==> src/rtl/core/ppu_pkg.sv <==
`default_nettype none
// ----------------------------------------------------------------------------
// ppu_pkg
// types, result codes and arithmetic helpers of the projectile pool
// ----------------------------------------------------------------------------
package ppu_pkg;

   localparam logic ACT_CREATE = 1'b0;
   localparam logic ACT_TICK   = 1'b1;

   localparam logic [1:0] KIND_CREATED = 2'd0;
   localparam logic [1:0] KIND_FULL    = 2'd1;
   localparam logic [1:0] KIND_REPORT  = 2'd2;
   localparam logic [1:0] KIND_NONE    = 2'd3;

   typedef struct packed {
      logic               action;
      logic signed [31:0] start_x;
      logic signed [31:0] start_y;
      logic signed [31:0] start_z;
      logic signed [31:0] speed_x;
      logic signed [31:0] speed_y;
      logic signed [31:0] speed_z;
      logic [15:0]        owner;
      logic [30:0]        life_span;
      logic [15:0]        tick_time;
   } req_type;

   typedef struct packed {
      logic [1:0]         result_kind;
      logic [5:0]         slot;
      logic signed [31:0] now_x;
      logic signed [31:0] now_y;
      logic signed [31:0] now_z;
      logic signed [31:0] prev_x;
      logic signed [31:0] prev_y;
      logic signed [31:0] prev_z;
      logic [15:0]        shooter;
      logic               final_flag;
   } rsp_type;

   typedef struct packed {
      logic signed [31:0] pos_x;
      logic signed [31:0] pos_y;
      logic signed [31:0] pos_z;
      logic signed [31:0] prev_x;
      logic signed [31:0] prev_y;
      logic signed [31:0] prev_z;
      logic signed [31:0] vel_x;
      logic signed [31:0] vel_y;
      logic signed [31:0] vel_z;
      logic [15:0]        owner;
      logic [30:0]        life;
   } entry_type;

   typedef struct packed {
      logic       load_item;
      logic       rd_en;
      logic       mul_en;
      logic       wr_create;
      logic       wr_tick;
      logic       out_load;
      logic [1:0] out_kind;
      logic       out_final;
   } cmd_type;

   typedef struct packed {
      logic live_here;
      logic any_live;
      logic any_after;
      logic out_busy;
   } sts_type;

   function automatic logic signed [32:0] step_of(input logic signed [31:0] vel,
                                                  input logic [15:0] t);
      logic signed [48:0] prod;
      prod = vel * $signed({1'b0, t});
      return prod[48:16];
   endfunction

   function automatic logic signed [31:0] sat_add(input logic signed [31:0] pos,
                                                  input logic signed [32:0] dlt);
      logic signed [33:0] sum;
      sum = {{2{pos[31]}}, pos} + {dlt[32], dlt};
      if (sum > 34'sd2147483647) begin
         return 32'sh7fffffff;
      end else if (sum < -34'sd2147483648) begin
         return 32'sh80000000;
      end
      return sum[31:0];
   endfunction

endpackage
`default_nettype wire

==> src/rtl/core/ppu_control.sv <==
`default_nettype none
// ----------------------------------------------------------------------------
// ppu_control
// sequencer: create scan, tick update pass and live report pass
// ----------------------------------------------------------------------------
module ppu_control #(
   parameter int POOL_SIZE = 64,
   parameter int IDX_W     = 6
) (
   input  wire                 clock,
   input  wire                 reset,
   input  wire                 req_valid,
   output logic                req_stall,
   input  wire                 req_action,
   input  ppu_pkg::sts_type    sts,
   output ppu_pkg::cmd_type    cmd,
   output logic [IDX_W-1:0]    idx
);
   import ppu_pkg::*;

   typedef enum logic [8:0] {
      S_IDLE   = 9'b000000001,
      S_CSCAN  = 9'b000000010,
      S_CPUT   = 9'b000000100,
      S_TREAD  = 9'b000001000,
      S_TCALC  = 9'b000010000,
      S_TWRITE = 9'b000100000,
      S_RSCAN  = 9'b001000000,
      S_RPUT   = 9'b010000000,
      S_RNONE  = 9'b100000000
   } state_type;

   localparam logic [IDX_W-1:0] LAST = IDX_W'(POOL_SIZE - 1);

   state_type        state_ff, state_in;
   logic [IDX_W-1:0] idx_ff, idx_in;
   logic [IDX_W-1:0] start_ff, start_in;
   logic             found_ff, found_in;
   logic             accept;

   assign accept    = req_valid && (state_ff == S_IDLE);
   assign req_stall = (state_ff != S_IDLE);
   assign idx       = idx_ff;

   always_comb begin
      state_in = state_ff;
      idx_in   = idx_ff;
      start_in = start_ff;
      found_in = found_ff;
      cmd      = '0;
      unique case (state_ff)
         S_IDLE: begin
            if (accept) begin
               cmd.load_item = 1'b1;
               if (req_action == ACT_CREATE) begin
                  idx_in   = start_ff;
                  state_in = S_CSCAN;
               end else begin
                  idx_in   = '0;
                  state_in = S_TREAD;
               end
            end
         end
         S_CSCAN: begin
            if (!sts.live_here) begin
               cmd.wr_create = 1'b1;
               start_in      = idx_ff;
               found_in      = 1'b1;
               state_in      = S_CPUT;
            end else if (idx_ff == LAST) begin
               start_in = '0;
               found_in = 1'b0;
               state_in = S_CPUT;
            end else begin
               idx_in = idx_ff + 1'b1;
            end
         end
         S_CPUT: begin
            if (!sts.out_busy) begin
               cmd.out_load  = 1'b1;
               cmd.out_kind  = found_ff ? KIND_CREATED : KIND_FULL;
               cmd.out_final = 1'b1;
               state_in      = S_IDLE;
            end
         end
         S_TREAD: begin
            if (sts.live_here) begin
               cmd.rd_en = 1'b1;
               state_in  = S_TCALC;
            end else if (idx_ff == LAST) begin
               idx_in   = '0;
               state_in = S_RSCAN;
            end else begin
               idx_in = idx_ff + 1'b1;
            end
         end
         S_TCALC: begin
            cmd.mul_en = 1'b1;
            state_in   = S_TWRITE;
         end
         S_TWRITE: begin
            cmd.wr_tick = 1'b1;
            if (idx_ff == LAST) begin
               idx_in   = '0;
               state_in = S_RSCAN;
            end else begin
               idx_in   = idx_ff + 1'b1;
               state_in = S_TREAD;
            end
         end
         S_RSCAN: begin
            if (!sts.any_live) begin
               state_in = S_RNONE;
            end else if (sts.live_here) begin
               cmd.rd_en = 1'b1;
               state_in  = S_RPUT;
            end else begin
               idx_in = idx_ff + 1'b1;
            end
         end
         S_RPUT: begin
            if (!sts.out_busy) begin
               cmd.out_load  = 1'b1;
               cmd.out_kind  = KIND_REPORT;
               cmd.out_final = !sts.any_after;
               if (sts.any_after) begin
                  idx_in   = idx_ff + 1'b1;
                  state_in = S_RSCAN;
               end else begin
                  state_in = S_IDLE;
               end
            end
         end
         S_RNONE: begin
            if (!sts.out_busy) begin
               cmd.out_load  = 1'b1;
               cmd.out_kind  = KIND_NONE;
               cmd.out_final = 1'b1;
               state_in      = S_IDLE;
            end
         end
         default: begin
            state_in = S_IDLE;
         end
      endcase
   end

   always_ff @(posedge clock) begin
      if (reset) begin
         state_ff <= S_IDLE;
         idx_ff   <= '0;
         start_ff <= '0;
         found_ff <= 1'b0;
      end else begin
         state_ff <= state_in;
         idx_ff   <= idx_in;
         start_ff <= start_in;
         found_ff <= found_in;
      end
   end

`ifndef NO_ASSERTIONS
   a_accept_leaves_idle: assert property (@(posedge clock) disable iff (reset)
      accept |=> state_ff != S_IDLE)
      else $error("accepted beat left sequencer idle");
   a_tick_write_order: assert property (@(posedge clock) disable iff (reset)
      cmd.wr_tick |-> $past(state_ff == S_TCALC))
      else $error("tick write out of order");
   a_report_live: assert property (@(posedge clock) disable iff (reset)
      (cmd.out_load && cmd.out_kind == KIND_REPORT) |-> sts.live_here)
      else $error("report of a free slot");
`endif

endmodule
`default_nettype wire

==> config.mk <==
export PLATFORM = sky130hd
export DESIGN_NAME = ppu_control
export DESIGN_NICKNAME = d
export VERILOG_FILES = /design/src/rtl/core/ppu_pkg.sv /design/src/rtl/core/ppu_control.sv
export SDC_FILE = /design/constraint.sdc
export NUM_CORES = 1
export LEC_CHECK = 0
export CORE_MARGIN = 4
export CORE_UTILIZATION = 40
export CTS_BUF_LIST = sky130_fd_sc_hd__clkbuf_8
export CTS_CLUSTER_DIAMETER = 40
export DETAILED_ROUTE_END_ITERATION = 8
export DONT_BUFFER_PORTS = 1
export GPL_ROUTABILITY_DRIVEN = 0
export MAX_ROUTING_LAYER = met4
export PLACE_DENSITY_LB_ADDON = 0.25
export RECOVER_POWER = 50
export SYNTH_ARGS = -nofsm -noshare
export SYNTH_HDL_FRONTEND = slang
export SYNTH_SLANG_ARGS = --single-unit
export TNS_END_PERCENT = 10
==> constraint.sdc <==
create_clock -name clock -period 2.15 [get_ports clock]
set_input_delay 0.215 -clock clock [delete_from_list [all_inputs] [get_ports clock]]
set_output_delay 0.215 -clock clock [all_outputs]
set_load 0.005 [all_outputs]
==> results by group <==
Run status
  • Status: completed

STA
  • Hold Vio Cnt, Final: 0
  • Worst slew pin tran: 0.438 ns
  • Setup total negative slack: 0 ns
  • Max Slew Vio Count: 0
  • Final Setup Violations: 0
  • Period minus WS final: 2.04 ns
  • Tcrit/Tclk final: 95.0%
  • Max frequency: 0.489 GHz
  • Fin Clk Skew: 0.00169 ns
  • Max-Slew Margin vs Limit: 70.7%
  • RSZ-0062 raised after global routing: false

Min path
  • HP Class: in -> reg

Detailed routing
  • Vias/cell: between 6 and 7
  • First DRT Iteration DRCs: 160
  • Antenna Nets Post-Route: 0
  • Met2 wire len: 2140 um
  • DR top layer: met4
  • Residual DRC: 0
  • DR WL met3: 390 um
  • DR WL/cell: 17.9 um
  • Routed WL: approximately 4300 um
  • TritonRoute pass-1 iters: 6
  • DR vias: ~1500
  • M1 WL: between 1500 and 2000 um

Clocking
  • Root Driver: clkbuf_8
  • CTS tree: yes
  • Worst-case clock buffer depth: 2
  • Post-CTS setup buffer count: 0
  • CTS clk-pin slew, worst paths: 0.09 ns
  • Worst skew pair latency: ~0.27 ns
  • CTS Buf Count: 3
  • H-tree levels: 1
  • Sink Count: 22

Layout
  • Proportion of layout cells with a drive suffix above 1: 15.5%
  • Fin nets: 204
  • Most frequent cells in the layout: dfxtp_1, nor2_1, buf_4
  • Final core utilization: 49.4%
  • Synth-to-Final Area Change: 17.4%
  • Most common cell after layout, fill and taps aside: dfxtp_1
  • Ant diodes: 0
  • Final non-filler cell total: 240

Worst setup path
  • Largest stage delay, worst path: 0.47 ns
  • CP Launch Type: register
  • Crit end category: register
  • Buffer and inverter count on the worst path: 0
  • Critical-path cell list: ha_1, nand3_2, or2_2, a311o_2, and3_4, a32o_1
  • Crit path kind: reg -> reg
  • Crit path max-delay cell type: a311o_2
  • Crit path max fanout: 8
  • Largest delay share family, worst path: compound AO/OA/AOI/OAI gates
  • CP arrival: 2.21 ns
  • Req. time, crit path: 2.32 ns

Power
  • Pwr/cell area: 1140 nW/um^2
  • Peak supply drop: 0.564 mV
  • Leakage power: between 0.6 and 0.7 nW

Synthesis
  • EDFF count, synth: 0
  • Warnings from Yosys: 0
  • Syn Nets: 184
  • Syn Inst Count: 175
  • Flip-flop and latch count after synthesis: 22
  • Mapped cell area: around 1400 sq um
  • Library cells used by synthesis: 56
  • Sequential-to-total area share from yosys stat: 30.9%
  • Post-synth ARST share: 0%
  • Syn_area_per_cell: 8.14 sq um
  • Synth Flop Type: dfxtp_1

Floorplan
  • Io pins: 24
  • Row cnt: 21
  • Die Area: 4580 sq um
  • Starting Density: 42.0%
  • Die H: 67.7 um
  • Die Width: 67.7 um
  • Core area: 3390 sq um

Global route
  • Vias in the first global route: roughly 1500
  • Largest net degree at the start of global routing: 22
  • First-pass GRT wire length: just under 7000 um
  • Global-route total usage across every layer: 20.5%
  • Congestion Overflow GR: 0
  • Initial antenna violation count: 0

Placement
  • Number of port buffers: 0
  • DP HPWL: 3140 um
  • Placed Instances: about 230

Job
  • Number of max-cap violations: 0
==> cells by family (layout without fill, tap and decap cells) <==
kind of cell | Yosys count | after routing | share of synthesized area, %
AND/OR/NAND/NOR | 74 | 74 | 31.5
flip-flops | 22 | 22 | 30.9
AO/OA/AOI/OAI | 56 | 56 | 28.9
XOR/XNOR | 4 | 4 | 2.46
buffers and inverters | 18 | 37 | 5.36
adder cells (fa/ha/maj) | 1 | 1 | 0.878
==> through the flow <==
step / power, mW / setup WS [ns] / area, sq um / hold WS [ns]
3_5_place_dp: 1.51 / 0.147 / 1600 / 0.291
6_report: 1.91 / 0.106 / 1670 / 0.00331
2_1_floorplan: 1.23 / 0.117 / 1430 / 0.373
5_1_grt: 2.04 / 0.00612 / 1670 / 0.000484
4_1_cts: 1.92 / 0.0983 / 1670 / 0.0000379
3_3_place_gp: 1.50 / 0.176 / 1600 / 0.291
==> Yosys cell counts (all sizes together), types with 3 or more instances <==
cell	instances	area [sq um]
o21ai	5	25.0
and3	5	36.3
buf	6	31.3
nor3	5	30.0
o31ai	4	30.0
nand4	5	31.3
o22ai	3	18.8
inv	10	37.5
a22oi	7	52.6
a31oi	4	25.0
a32o	3	30.0
nand3	10	55.1
a311oi	4	35.0
o2111ai	4	35.0
nand2	10	37.5
dfxtp	22	440
nor2	16	60.1
nor4	4	46.3
a21oi	10	50.1
==> routing by layer <==
layer / up-vias / GRT usage [%]
met3: 11 / 4.33
met5: - / -
met4: 0 / 8.10
met2: 80 / 35.5
met1: 711 / 22.9
li1: 718 / -
==> area by class of cell <==
class	instances	area (sq um)
fillers	334	1720
multi-input cells	135	913
flip-flops and latches	22	442
repair buffers	23	151
well taps	46	57.6
clock buffers	3	41.3
inverters	10	37.5
clock inverters	1	30.0
==> registers in the layout (all words and copies together), names as in the netlist <==
signal,count
start_ff,6
state_ff,9
idx,6
found_ff,1
==> repair_timing <==
item                       in CTS  in global routing
setup endpoints to repair       0                  2
resized for setup               0                  3
hold endpoints to repair        0                  8
hold buffers                    0                  2
==> path summary, 6_finish.rpt <==
path                                                from                  endpoint  slack [ns]  depth (start not counted)
worst max-delay path                 idx[0]$_SDFFE_PP0P_       idx[2]$_SDFFE_PP0P_        0.11                          6
worst min-delay path                               reset  start_ff[1]$_SDFFE_PP0P_       0.003                          1
worst max register to register       idx[0]$_SDFFE_PP0P_       idx[2]$_SDFFE_PP0P_        0.11                          6
worst min register to register  start_ff[3]$_SDFFE_PP0P_       idx[3]$_SDFFE_PP0P_        0.50                          2
==> worst reg2reg max path, delay by kind of cell (launching register included) <==
family          cells  cell delay, ns
fa+ha+maj           1            0.21
compound gates      2            0.71
flops               1            0.34
simple gates        3            0.69
==> power by group <==
group | leakage [nW] | internal (mW) | switching [mW]
Combinational | 0.411 | 0.406 | 0.563
Clock | 0.0357 | 0.249 | 0.151
Sequential | 0.179 | 0.467 | 0.0687
Note: power is estimated with default switching activity, not from simulation.
